$ cat src/design/speed_target_arbiter_macros.svh
// ----------------------------------------------------------------------------
// speed_target_arbiter assertion macros
// shared concurrent assertion forms, clocked on aclk, off while in reset
// ----------------------------------------------------------------------------
`ifndef SPEED_TARGET_ARBITER_MACROS_SVH
`define SPEED_TARGET_ARBITER_MACROS_SVH

// same-cycle implication
`define STA_ASSERT_IMPL(label, ante, cons, msg) \
    label: assert property (@(posedge aclk) disable iff (!aresetn) (ante) |-> (cons)) \
        else $error(msg);

// next-cycle implication
`define STA_ASSERT_NEXT(label, ante, cons, msg) \
    label: assert property (@(posedge aclk) disable iff (!aresetn) (ante) |=> (cons)) \
        else $error(msg);

`endif

$ cat src/design/sta_pkg.sv
// ----------------------------------------------------------------------------
// sta_pkg
// codes, thresholds and register reset values of the speed target arbiter
// ----------------------------------------------------------------------------
`timescale 1ns / 1ps
`default_nettype none

package sta_pkg;

    // control modes
    localparam logic [1:0] MODE_OFF    = 2'd0;
    localparam logic [1:0] MODE_NONPID = 2'd1;
    localparam logic [1:0] MODE_PID    = 2'd2;

    // longitudinal phases
    localparam logic [1:0] PH_BRAKE = 2'd0;
    localparam logic [1:0] PH_IDLE  = 2'd1;
    localparam logic [1:0] PH_COAST = 2'd2;

    // flag bit positions
    localparam int FLAG_CURVE    = 0;
    localparam int FLAG_RECOVERY = 1;
    localparam int FLAG_LEAD     = 2;
    localparam int FLAG_RESUME   = 3;

    // thresholds (0.20 km/h, 0.05 brake, 0.05 m/s^2)
    localparam logic [14:0] SPEED_THRESH = 15'd13;
    localparam logic [11:0] BRAKE_THRESH = 12'd13;
    localparam logic [14:0] ACCEL_THRESH = 15'd13;

    // register reset values
    localparam logic [11:0] LOOKAHEAD_MIN_RST      = 12'd192;
    localparam logic [11:0] LOOKAHEAD_MAX_RST      = 12'd512;
    localparam logic [11:0] BASE_LOOKAHEAD_RST     = 12'd160;
    localparam logic [11:0] BASE_LOOKAHEAD_MAX_RST = 12'd384;
    localparam logic [15:0] SPEED_GAIN_RST         = 16'd2621;
    localparam logic [9:0]  ACCEL_GAIN_RST         = 10'd96;
    localparam logic [11:0] ACCEL_CAP_RST          = 12'd512;
    localparam logic [11:0] DECEL_MARGIN_RST       = 12'd128;

    localparam int CFG_ADDR_W = 3;
    localparam int CFG_DATA_W = 16;

    typedef enum logic [CFG_ADDR_W-1:0] {
        CFG_LOOKAHEAD_MIN      = 3'd0,
        CFG_LOOKAHEAD_MAX      = 3'd1,
        CFG_BASE_LOOKAHEAD     = 3'd2,
        CFG_BASE_LOOKAHEAD_MAX = 3'd3,
        CFG_SPEED_GAIN         = 3'd4,
        CFG_ACCEL_GAIN         = 3'd5,
        CFG_ACCEL_CAP          = 3'd6,
        CFG_DECEL_MARGIN       = 3'd7
    } cfg_idx_t;

    typedef enum logic [2:0] {
        DEC_OFF       = 3'd0,
        DEC_NONPID    = 3'd1,
        DEC_ZERO      = 3'd2,
        DEC_PASS      = 3'd3,
        DEC_BELOW     = 3'd4,
        DEC_HELD      = 3'd5,
        DEC_LOOKAHEAD = 3'd6
    } decision_t;

endpackage

`default_nettype wire

$ cat src/design/speed_target_arbiter.sv
// Speed target arbiter. Takes one command word per clock and returns one
// result word per command, passed in order through an input
// register, a product register holding the two gain multiplies and the
// chosen raw target, and the result register. All three stages advance
// independently, so the sustained rate is one word per cycle; a stall on
// the result side backs up through the stages and drops s_ready only once
// every stage is full. Configuration writes take effect on the next edge
// and are expected only while no command is in flight.
// ----------------------------------------------------------------------------
// speed_target_arbiter
// selects the actuator speed target from supervisor, curve, recovery, lead
// and cruise inputs; in PID mode capped by the held speed or a speed and acceleration lookahead
// ----------------------------------------------------------------------------
`timescale 1ns / 1ps
`default_nettype none
`include "speed_target_arbiter_macros.svh"

module speed_target_arbiter (
    input  wire logic                               aclk,
    input  wire logic                               aresetn,
    // configuration
    input  wire logic                               cfg_wr_en,
    input  wire logic [sta_pkg::CFG_ADDR_W-1:0]     cfg_addr,
    input  wire logic [sta_pkg::CFG_DATA_W-1:0]     cfg_wdata,
    // command channel
    input  wire logic                               s_valid,
    output logic                                    s_ready,
    input  wire logic [1:0]                         s_control_mode,
    input  wire logic [1:0]                         s_phase,
    input  wire logic [3:0]                         s_flags,
    input  wire logic [11:0]                        s_brake_level,
    input  wire logic signed [15:0]                 s_supervisor_speed,
    input  wire logic signed [15:0]                 s_recovery_target,
    input  wire logic signed [15:0]                 s_lead_target,
    input  wire logic signed [15:0]                 s_cruise_speed,
    input  wire logic signed [15:0]                 s_ego_speed,
    input  wire logic signed [15:0]                 s_accel_cmd,
    // result channel
    output logic                                    m_valid,
    input  wire logic                               m_ready,
    output logic [14:0]                             m_target_speed,
    output logic [2:0]                              m_decision
);

    // ---------------- configuration registers ----------------
    logic [11:0] lookahead_min_reg, lookahead_max_reg;
    logic [11:0] base_lookahead_reg, base_lookahead_max_reg;
    logic [15:0] speed_gain_reg;
    logic [9:0]  accel_gain_reg;
    logic [11:0] accel_cap_reg, decel_margin_reg;

    always_ff @(posedge aclk) begin
        if (!aresetn) begin
            lookahead_min_reg      <= sta_pkg::LOOKAHEAD_MIN_RST;
            lookahead_max_reg      <= sta_pkg::LOOKAHEAD_MAX_RST;
            base_lookahead_reg     <= sta_pkg::BASE_LOOKAHEAD_RST;
            base_lookahead_max_reg <= sta_pkg::BASE_LOOKAHEAD_MAX_RST;
            speed_gain_reg         <= sta_pkg::SPEED_GAIN_RST;
            accel_gain_reg         <= sta_pkg::ACCEL_GAIN_RST;
            accel_cap_reg          <= sta_pkg::ACCEL_CAP_RST;
            decel_margin_reg       <= sta_pkg::DECEL_MARGIN_RST;
        end else if (cfg_wr_en) begin
            case (sta_pkg::cfg_idx_t'(cfg_addr))
                sta_pkg::CFG_LOOKAHEAD_MIN:      lookahead_min_reg      <= cfg_wdata[11:0];
                sta_pkg::CFG_LOOKAHEAD_MAX:      lookahead_max_reg      <= cfg_wdata[11:0];
                sta_pkg::CFG_BASE_LOOKAHEAD:     base_lookahead_reg     <= cfg_wdata[11:0];
                sta_pkg::CFG_BASE_LOOKAHEAD_MAX: base_lookahead_max_reg <= cfg_wdata[11:0];
                sta_pkg::CFG_SPEED_GAIN:         speed_gain_reg         <= cfg_wdata[15:0];
                sta_pkg::CFG_ACCEL_GAIN:         accel_gain_reg         <= cfg_wdata[9:0];
                sta_pkg::CFG_ACCEL_CAP:          accel_cap_reg          <= cfg_wdata[11:0];
                sta_pkg::CFG_DECEL_MARGIN:       decel_margin_reg       <= cfg_wdata[11:0];
                default: ;
            endcase
        end
    end

    // ---------------- pipeline control ----------------
    logic s1_valid_reg, p2_valid_reg, out_valid_reg;
    logic out_ready, p2_ready, s1_ready;

    assign out_ready = !out_valid_reg || m_ready;
    assign p2_ready  = !p2_valid_reg || out_ready;
    assign s1_ready  = !s1_valid_reg || p2_ready;
    assign s_ready   = s1_ready;
    assign m_valid   = out_valid_reg;

    always_ff @(posedge aclk) begin
        if (!aresetn) begin
            s1_valid_reg  <= 1'b0;
            p2_valid_reg  <= 1'b0;
            out_valid_reg <= 1'b0;
        end else begin
            if (s1_ready)  s1_valid_reg  <= s_valid;
            if (p2_ready)  p2_valid_reg  <= s1_valid_reg;
            if (out_ready) out_valid_reg <= p2_valid_reg;
        end
    end

    // ---------------- stage 1: input register ----------------
    logic [1:0]         s1_mode_reg, s1_phase_reg;
    logic [3:0]         s1_flags_reg;
    logic [11:0]        s1_brake_reg;
    logic signed [15:0] s1_sup_reg, s1_rec_reg, s1_lead_reg;
    logic signed [15:0] s1_cruise_reg, s1_ego_reg, s1_acc_reg;

    always_ff @(posedge aclk) begin
        if (s_valid && s1_ready) begin
            s1_mode_reg   <= s_control_mode;
            s1_phase_reg  <= s_phase;
            s1_flags_reg  <= s_flags;
            s1_brake_reg  <= s_brake_level;
            s1_sup_reg    <= s_supervisor_speed;
            s1_rec_reg    <= s_recovery_target;
            s1_lead_reg   <= s_lead_target;
            s1_cruise_reg <= s_cruise_speed;
            s1_ego_reg    <= s_ego_speed;
            s1_acc_reg    <= s_accel_cmd;
        end
    end

    // selection and gain products
    logic [14:0] sup_nn, ego_nn;
    logic        rec_ok, lead_ok, cruise_ok, curve_ok;
    logic [15:0] lead_plus_margin;
    logic [14:0] pick;
    logic [11:0] acc_clamped;
    logic [30:0] sl_full;
    logic [21:0] al_full;

    sta_pkg::decision_t p2_dec_next;
    logic               p2_pid_next;
    logic [14:0]        p2_raw_next;
    logic               p2_acc_hi_next;

    always_comb begin
        sup_nn = s1_sup_reg[15] ? 15'd0 : s1_sup_reg[14:0];
        ego_nn = s1_ego_reg[15] ? 15'd0 : s1_ego_reg[14:0];

        curve_ok  = s1_flags_reg[sta_pkg::FLAG_CURVE] && (sup_nn > sta_pkg::SPEED_THRESH);
        rec_ok    = s1_flags_reg[sta_pkg::FLAG_RECOVERY] && !s1_rec_reg[15]
                    && (s1_rec_reg[14:0] > sta_pkg::SPEED_THRESH);
        // lead only matters once positive, so its low bits suffice for the sum
        lead_plus_margin = {1'b0, s1_lead_reg[14:0]} + {4'd0, decel_margin_reg};
        lead_ok   = s1_flags_reg[sta_pkg::FLAG_LEAD] && !s1_lead_reg[15]
                    && (s1_lead_reg[14:0] > sta_pkg::SPEED_THRESH)
                    && (lead_plus_margin < {1'b0, ego_nn});
        cruise_ok = !s1_cruise_reg[15] && (s1_cruise_reg[14:0] > sta_pkg::SPEED_THRESH);

        if (curve_ok)       pick = sup_nn;
        else if (rec_ok)    pick = s1_rec_reg[14:0];
        else if (lead_ok)   pick = s1_lead_reg[14:0];
        else if (cruise_ok) pick = s1_cruise_reg[14:0];
        else                pick = sup_nn;

        p2_acc_hi_next = !s1_acc_reg[15] && (s1_acc_reg[14:0] > sta_pkg::ACCEL_THRESH);
        if (s1_acc_reg[15])
            acc_clamped = 12'd0;
        else if (s1_acc_reg[14:0] > {3'd0, accel_cap_reg})
            acc_clamped = accel_cap_reg;
        else
            acc_clamped = s1_acc_reg[11:0];

        sl_full = {16'd0, ego_nn} * {15'd0, speed_gain_reg};
        al_full = {12'd0, accel_gain_reg} * {10'd0, acc_clamped};

        p2_pid_next = 1'b0;
        if (s1_mode_reg == sta_pkg::MODE_OFF) begin
            p2_dec_next = sta_pkg::DEC_OFF;
            p2_raw_next = 15'd0;
        end else if (s1_mode_reg != sta_pkg::MODE_PID) begin
            p2_dec_next = sta_pkg::DEC_NONPID;
            p2_raw_next = sup_nn;
        end else if (s1_brake_reg > sta_pkg::BRAKE_THRESH || s1_phase_reg == sta_pkg::PH_BRAKE
                     || s1_phase_reg == sta_pkg::PH_IDLE) begin
            p2_dec_next = sta_pkg::DEC_ZERO;
            p2_raw_next = 15'd0;
        end else if (s1_phase_reg == sta_pkg::PH_COAST
                     || s1_flags_reg[sta_pkg::FLAG_RESUME]) begin
            p2_dec_next = sta_pkg::DEC_PASS;
            p2_raw_next = sup_nn;
        end else begin
            // final code settled in the next stage
            p2_dec_next = sta_pkg::DEC_BELOW;
            p2_raw_next = pick;
            p2_pid_next = 1'b1;
        end
    end

    // ---------------- stage 2: product register ----------------
    sta_pkg::decision_t p2_dec_reg;
    logic               p2_pid_reg, p2_acc_hi_reg;
    logic [14:0]        p2_raw_reg, p2_ego_reg, p2_sup_reg, p2_sl_prod_reg;
    logic [13:0]        p2_al_reg;

    always_ff @(posedge aclk) begin
        if (s1_valid_reg && p2_ready) begin
            p2_dec_reg     <= p2_dec_next;
            p2_pid_reg     <= p2_pid_next;
            p2_acc_hi_reg  <= p2_acc_hi_next;
            p2_raw_reg     <= p2_raw_next;
            p2_ego_reg     <= ego_nn;
            p2_sup_reg     <= sup_nn;
            p2_sl_prod_reg <= sl_full[30:16];
            p2_al_reg      <= al_full[21:8];
        end
    end

    // lookahead clamps and final pick
    logic [15:0] sl_sum, sl_lo;
    logic [11:0] sl_c;
    logic [14:0] la_sum, la_lo;
    logic [11:0] la_c;
    logic [15:0] ego_plus_la;
    logic [14:0] held_cap;

    sta_pkg::decision_t out_dec_next;
    logic [14:0]        out_target_next;

    always_comb begin
        sl_sum = {1'b0, p2_sl_prod_reg} + {4'd0, base_lookahead_reg};
        sl_lo  = (sl_sum < {4'd0, base_lookahead_reg}) ? {4'd0, base_lookahead_reg} : sl_sum;
        // upper bound applied last, so the result never exceeds it
        sl_c   = (sl_lo > {4'd0, base_lookahead_max_reg}) ? base_lookahead_max_reg
                                                          : sl_lo[11:0];
        la_sum = {3'd0, sl_c} + {1'b0, p2_al_reg};
        la_lo  = (la_sum < {3'd0, lookahead_min_reg}) ? {3'd0, lookahead_min_reg} : la_sum;
        la_c   = (la_lo > {3'd0, lookahead_max_reg}) ? lookahead_max_reg : la_lo[11:0];
        ego_plus_la = {1'b0, p2_ego_reg} + {4'd0, la_c};
        held_cap    = (p2_ego_reg > p2_sup_reg) ? p2_ego_reg : p2_sup_reg;

        if (!p2_pid_reg) begin
            out_dec_next    = p2_dec_reg;
            out_target_next = p2_raw_reg;
        end else if (p2_raw_reg <= p2_ego_reg) begin
            out_dec_next    = sta_pkg::DEC_BELOW;
            out_target_next = p2_raw_reg;
        end else if (!p2_acc_hi_reg) begin
            out_dec_next    = sta_pkg::DEC_HELD;
            out_target_next = (p2_raw_reg < held_cap) ? p2_raw_reg : held_cap;
        end else begin
            out_dec_next    = sta_pkg::DEC_LOOKAHEAD;
            out_target_next = ({1'b0, p2_raw_reg} < ego_plus_la) ? p2_raw_reg
                                                                  : ego_plus_la[14:0];
        end
    end

    // ---------------- stage 3: result register ----------------
    sta_pkg::decision_t out_dec_reg;
    logic [14:0]        out_target_reg;

    always_ff @(posedge aclk) begin
        if (p2_valid_reg && out_ready) begin
            out_dec_reg    <= out_dec_next;
            out_target_reg <= out_target_next;
        end
    end

    assign m_target_speed = out_target_reg;
    assign m_decision     = out_dec_reg;

    // ---------------- assertions ----------------
    `STA_ASSERT_IMPL(a_zero_target,
        m_valid && (m_decision == sta_pkg::DEC_OFF || m_decision == sta_pkg::DEC_ZERO),
        m_target_speed == 15'd0, "zero decision with nonzero target")
    `STA_ASSERT_NEXT(a_in_to_s1, s_valid && s_ready, s1_valid_reg,
        "accepted word not held in input stage")
    `STA_ASSERT_NEXT(a_p2_to_out, p2_valid_reg && out_ready, out_valid_reg,
        "product stage word lost on the way to the result register")

endmodule

`default_nettype wire
$ cat config.mk
export PLATFORM = sky130hd
export DESIGN_NAME = speed_target_arbiter
export DESIGN_NICKNAME = d
export VERILOG_FILES = /design/src/design/sta_pkg.sv /design/src/design/speed_target_arbiter.sv
export VERILOG_INCLUDE_DIRS = /design/src /design/src/design
export SDC_FILE = /design/constraint.sdc
export NUM_CORES = 2
export LEC_CHECK = 0
export BUFFER_PORTS_ARGS = -buffer_cell sky130_fd_sc_hd__buf_2
export CORE_MARGIN = 2
export CORE_UTILIZATION = 57
export DETAILED_ROUTE_END_ITERATION = 8
export GPL_TIMING_DRIVEN = 0
export PLACE_DENSITY = 0.8
export SYNTH_ARGS = -nofsm -noshare
export SYNTH_HDL_FRONTEND = slang
export SYNTH_SLANG_ARGS = --single-unit
$ cat constraint.sdc
create_clock -name aclk -period 14 [get_ports aclk]
set_input_delay 1.4 -clock aclk [delete_from_list [all_inputs] [get_ports aclk]]
set_output_delay 1.4 -clock aclk [all_outputs]
set_load 0.005 [all_outputs]
* Yosys cells after proc, flatten, opt, wreduce, memory -nomap -nowiden *
Index checks and enable logic that the tools add are counted.

operators by class
  equality and inequality tests = 10
  order comparisons = 16
  add/sub/neg operators = 4
  reductions and logical operators = 37
  muxes and demuxes = 28
  multiply operators = 2

operators by type and width
  kind                                                            number
  two-way mux 15 bit                                              16
  greater-than comparator 15 x 4 -> 1 bit, second input constant  5
  adder 15 x 12 -> 16 bit                                         3
  two-way mux 12 bit                                              4
  multiplier 15 x 16 -> 31 bit                                    1
  greater-than comparator 15 x 12 -> 1 bit                        2
  multiplier 10 x 12 -> 22 bit                                    1
  greater-than comparator 16 x 12 -> 1 bit                        1
  less-than comparator 15 x 16 -> 1 bit                           1
  less-than comparator 16 x 12 -> 1 bit                           1
  less-than comparator 16 x 15 -> 1 bit                           1
  two-way mux 16 bit                                              1
  AND reduction 2 bit                                             8
  adder 12 x 14 -> 15 bit                                         1
  greater-than comparator 15 bit                                  1
  less-or-equal comparator 15 bit                                 1
  less-than comparator 15 x 12 -> 1 bit                           1
  less-than comparator 15 bit                                     1
  equality test 3 bit, second input constant                      4
  greater-than comparator 12 x 4 -> 1 bit, second input constant  1
  logical AND 1 bit                                               11
  logical NOT 1 bit                                               7
  equality test 3 x 2 -> 1 bit, second input constant             2
  logical OR 1 bit                                                6
  other kinds (11)                                                16

word-level totals
  output and inout bits = 20
  logic and storage cells = 130
  input port bits = 140
  register bits after elaboration = 314

* Longest topological paths before layout *
  word-level depth = 16
  depth in mapped cells = 75
  mapped depth without buffers = 70

* Worst setup path before layout *
No wires, ideal clock.

  path type = reg2reg
  from = reg p2_sl_prod_reg[0]
  to = reg out_target_reg[0], in the netlist m_target_speed[0] (data pin)
  clock period less this slack = 14.341 ns
  data arrival time = 14.080 ns
  stages on the path, launching flop included = 75
  required time = 13.739 ns
  slack = -0.341 ns
  setup time = 0.261 ns
  path buffers = 5
  cells stage by stage = edfxtp_1 ha_1 fa_1 a21o_1 a21o_1 a21oi_1 o21ai_0 a211oi_1 nor2_1 nor2_1 xnor2_1 ha_1 a211oi_1 o21ai_0 a21oi_1 nand2b_4 buf_6 mux2_4 [39 not listed] a21o_1 a21oi_1 nor2b_1 o21a_1 o211ai_1 a21boi_0 o21a_1 o21ai_0 xnor2_1 ha_1 a21o_1 a221o_1 a31oi_1 or2_2 clkbuf_1 clkbuf_1 nor2_1 a221o_1

on the way
  word-level cells in the longest chain between the ends = 16

ends and longest elaborated chain
  item                                      RTL line                     text
  start, declared                           speed_target_arbiter.sv:192  logic [14:0] p2_raw_reg, p2_ego_reg, p2_sup_reg, p2_sl_prod_reg;
  start signal, assigned                    speed_target_arbiter.sv:203  p2_sl_prod_reg <= sl_full[30:16];
  adder 15 x 12 -> 16 bit (*)               speed_target_arbiter.sv:220  sl_sum = {1'b0, p2_sl_prod_reg} + {4'd0, base_lookahead_reg};
  less-than comparator 16 x 12 -> 1 bit     speed_target_arbiter.sv:221  sl_lo = (sl_sum < {4'd0, base_lookahead_reg}) ? {4'd0, base_lookahead_reg} : sl_sum;
  two-way mux 16 bit (*)                    speed_target_arbiter.sv:221
  greater-than comparator 16 x 12 -> 1 bit  speed_target_arbiter.sv:223  sl_c = (sl_lo > {4'd0, base_lookahead_max_reg}) ? base_lookahead_max_reg
  two-way mux 12 bit (*)                    speed_target_arbiter.sv:223
  adder 12 x 14 -> 15 bit (*)               speed_target_arbiter.sv:225  la_sum = {3'd0, sl_c} + {1'b0, p2_al_reg};
  less-than comparator 15 x 12 -> 1 bit     speed_target_arbiter.sv:226  la_lo = (la_sum < {3'd0, lookahead_min_reg}) ? {3'd0, lookahead_min_reg} : la_sum;
  two-way mux 15 bit (*)                    speed_target_arbiter.sv:226
  greater-than comparator 15 x 12 -> 1 bit  speed_target_arbiter.sv:227  la_c = (la_lo > {3'd0, lookahead_max_reg}) ? lookahead_max_reg : la_lo[11:0];
  two-way mux 12 bit (*)                    speed_target_arbiter.sv:227
  adder 15 x 12 -> 16 bit (*)               speed_target_arbiter.sv:228  ego_plus_la = {1'b0, p2_ego_reg} + {4'd0, la_c};
  less-than comparator 15 x 16 -> 1 bit     speed_target_arbiter.sv:242  out_target_next = ({1'b0, p2_raw_reg} < ego_plus_la) ? p2_raw_reg
  two-way mux 15 bit (*)                    speed_target_arbiter.sv:242
  two-way mux 15 bit (*)                    speed_target_arbiter.sv:237  end else if (!p2_acc_hi_reg) begin
  two-way mux 15 bit (*)                    speed_target_arbiter.sv:234  end else if (p2_raw_reg <= p2_ego_reg) begin
  two-way mux 15 bit (*)                    speed_target_arbiter.sv:231  if (!p2_pid_reg) begin
  via out_target_next[0]                    speed_target_arbiter.sv:217  logic [14:0] out_target_next;
  end signal, assigned                      speed_target_arbiter.sv:254  out_target_reg <= out_target_next;
  end, declared                             speed_target_arbiter.sv:249  logic [14:0] out_target_reg;

The timed path passes the listed nets; every way through them passes the cells marked *.
A chain may end at the register's enable or synchronous reset.

* Worst setup path in the final report *
  from = reg p2_sl_prod_reg[1]
  to = reg out_target_reg[5], in the netlist m_target_speed[5] (data pin)

The elaborated chain is that of the path after synthesis.

==> flow_summary.yaml <==
place:
  io_buffers: 144
  hpwl_mm: 62.5
  post_dp_cell_area_sq_um: 30400
  dp.cells: 3759
  place_congestion: 0.972
sta:
  setup_viol: 15
  timing.slew.headroom_pct: 16.4
  maxSlewViolCount: 0
  worst_pin_slew_ps: 1240
  fin_crit_sh_pct: 104
  period_needed_ps: 14590
  finalHoldViolCount: 0
  layout_setup_ws_ps: -585
  finalClockSkew_ps: 27.9
  rsz0062_at_grt: "true"
  fmax_mhz: 68.6
logic_synthesis:
  yosys_warnings: 0
  mappedNetlistArea_sq_um: 28700
  synth_area_leader_cell: "edfxtp_1"
  synth_compound_area_share_pct: 11.4
  async_flop_share_pct: 0
  syn-instance-count: 2937
  synth_area_per_cell_sq_um: 9.77
  synth-simple-area-share_pct: 15.5
  yosysUniqueCellTypes: 75
  ys_seq_elements: 312
  synth_xor_area_share_pct: 2.11
  synth_top_family_by_area: "adder cells"
  synth_edf_count: 211
  yosys.area_share.adder_pct: 32.4
  ys_seq_area_share_pct: 29.1
  ys_top_cells_by_area: "edfxtp_1 22%, fa_1 18%, ha_1 14%"
  synth_top_area_share_pct: 22.1
  yosys-mux-area-fraction_pct: 2.93
  syn_nets: 3665
  ys.flop_type: "edfxtp_1"
global_route:
  grt_use_total_pct: 31.5
  antenna_found_initial: 1
  use_met3_pct: 5.85
  grt_util_met2_pct: 49.4
  first_global_vias: 23800
  grt.busiest_layer: "met2"
  use_met1_pct: 42.0
  gr-total-overflow: 0
  grt_max_degree: 33
  grt_pass1_wl_mm: 128
setup_path:
  critical_path_required_ps: 14290
  r2r-start: "p2_sl_prod_reg[1]"
  critPathKind: "reg -> reg"
  cp_max_fo: 8
  critPathArrivalTime_ps: 14870
  rrSetupSlack_ps: -590
  reg2reg_depth: 70
  critPathCaptureType: "flop"
  slowest_stage: "edfxtp_1"
  cp_num_buf_inv: 6
  slowest_delay_ps: 410
  crit_top_cell: "o21a_1"
  r2r_end: "m_target_speed[5]"
  critPathLaunchType: "flop"
  critPathTopFamily: "compound AO/OA/AOI/OAI gates"
run_status:
  violations: "setup timing"
  status: "finished, violations left"
cts:
  cts.sinks: 312
  cts_root_buffer: "clkbuf_16"
  cts.clk_slew.worst_paths_ps: 60
  cts_tree: "built"
  htree_levels: 2
  clock_path_buffers: 3
  numCtsBuffers: 37
  cts_hold_buffers: 0
  clock_latency_ps: 580
cells_and_area:
  fill_cells: 3799
  fin_cells: 3893
  fin_area_sq_um: 32800
  multi_input_area_sq_um: 19100
  drive_above_1_share_pct: 13.3
  area_growth_pct: 14.3
  mostFrequentLayoutCells: "426 x nand2_1, 369 x inv_1, 308 x ha_1, 257 x fa_1, 211 x edfxtp_1"
  final_common_cell: "nand2_1"
  final_nets: 3919
  seq_area_sq_um: 8360
hold_path:
  hold_class: "reg -> reg"
  holdPathEnd: "lookahead_min_reg[1]"
  min_delay_path_depth: 2
  min_from: "lookahead_min_reg[1]"
power:
  comb_power_share_pct: 39.4
  p_sw_share_pct: 36.1
  total_power_uw: 3450
  p_clk_share_pct: 28.1
  p_seq_share_pct: 32.5
  powerDensity_nw_per_um2: 105
  ir_drop_mv: 0.110
  p_int_uw: 2200
  switchingPower_uw: 1240
  p_leak_uw: 0.0146
floorplan:
  die_w_um: 228
  num_rows: 82
  initial_core_util_pct: 57.4
  die_h_um: 228
  core_area_sq_um: 50000
  dieArea_sq_um: 52100
  ioPinCount: 160
route:
  wl_mm: 82.3
  routedWlPerCell_um: 21.1
  drt_iter0_drc: 2282
  drt-pass1-iter-count: 5
  drtAntennaViolNets: 0
  vias: 23200
  drcViolationCount: 0
  avgViaCountPerCell: 5.96
run:
  drv_cap: 0
==> metal layers <==
| metal | wire (um) | vias to the layer above |
|---|---|---|
| met1 | 32800 | 11300 |
| met2 | 36800 | 1255 |
| li1 | - | 10400 |
| met3 | 7940 | 310 |
| met4 | 4820 | 0 |
| met5 | 0 | - |
==> logic make-up (layout without fill, tap and decap cells) <==
family                   after synthesis  in the layout
XOR/XNOR                              69             69
other                                  0              2
multiplexers                          76             76
flip-flops                           312            312
adder cells (fa/ha/maj)              588            588
AND/OR/NAND/NOR                      930            930
buffers and inverters                485            767
AO/OA/AOI/OAI                        477            477
==> worst max path at each step <==
stage	slack (ps)	end	start	cells after the start
after floorplan	6	m_target_speed[0]	p2_sl_prod_reg[0]	73
after global placement	-1830	m_target_speed[0]	p2_sl_prod_reg[0]	73
after CTS	-30	m_target_speed[0]	p2_sl_prod_reg[1]	72
after detailed placement	-2170	m_target_speed[0]	p2_sl_prod_reg[0]	73
after global routing	-1040	m_target_speed[5]	p2_sl_prod_reg[0]	72
final	-590	m_target_speed[5]	p2_sl_prod_reg[1]	70
==> worst register-to-register path, delay by kind of cell (launching register included) <==
family,cells,cell delay [ps]
buf+inv,6,930
compound gates,40,7890
xor+xnor,2,320
fa+ha+maj,8,2100
flops,1,410
mux,4,1240
simple gates,10,1430
==> Yosys cell counts (5+ instances only) <==
master and count:
nor2_1 109, xnor2_1 44, ha_1 328, a21boi_0 85, nand3_1 42, a22oi_1 15
and2_1 156, nand3b_1 6, nand4_1 25, fa_1 260, clkbuf_1 99, nor4_1 19
a31oi_1 10, inv_1 370, and3_1 10, o21a_1 25, o21ai_1 8, buf_4 9
a221o_1 12, edfxtp_1 211, nand2b_1 17, o31ai_1 12, nand2_1 427, a211oi_1 24
xor2_1 25, nor3_1 22, nor2b_1 73, o21bai_1 7, dfxtp_1 101, o21ai_0 78
a21oi_1 92, mux2_4 9, mux2_2 27, o211ai_1 20, mux2i_1 38, or2_2 5
o31a_1 6, a21o_1 51
==> power groups by stage <==
stage          Sequential [uW]  Clock, uW  Combinational (uW)
2_1_floorplan             1120          0                 857
3_3_place_gp              1140          0                1140
3_5_place_dp              1130          0                1200
4_1_cts                   1120        978                1280
5_1_grt                   1120       1010                1500
6_report                  1120        969                1360
==> cell type report <==
class / count / share of cell area (%)
antenna: 2 / 0.0153
buffer: 114 / 1.63
clock buffer: 45 / 3.04
clock inverter: 22 / 0.641
inverter: 370 / 4.24
multi-input combinational: 2140 / 58.1
sequential: 312 / 25.5
tap: 672 / 2.56
timing repair buffer: 216 / 4.26
==> metrics by stage <==
step                      utilization, %  TNS (ps)  setup WS (ps)  hold WS [ps]
after floorplan                        -         0           6.34           443
after global routing                65.6    -14260          -1040           505
final                               65.6     -7280           -585           472
after detailed placement            60.9    -29360          -2170           464
after global placement              60.6    -24440          -1830           451
after CTS                           64.9     -62.8          -30.7           472
==> timing repair <==
action | in CTS | in global routing
pin swaps | 68 | 65
setup buffers | 44 | 21
setup endpoints to repair | 15 | 15
resized for setup | 81 | 43
gates cloned | 1 | 0
No activity file was read; power rests on OpenSTA's default activity.
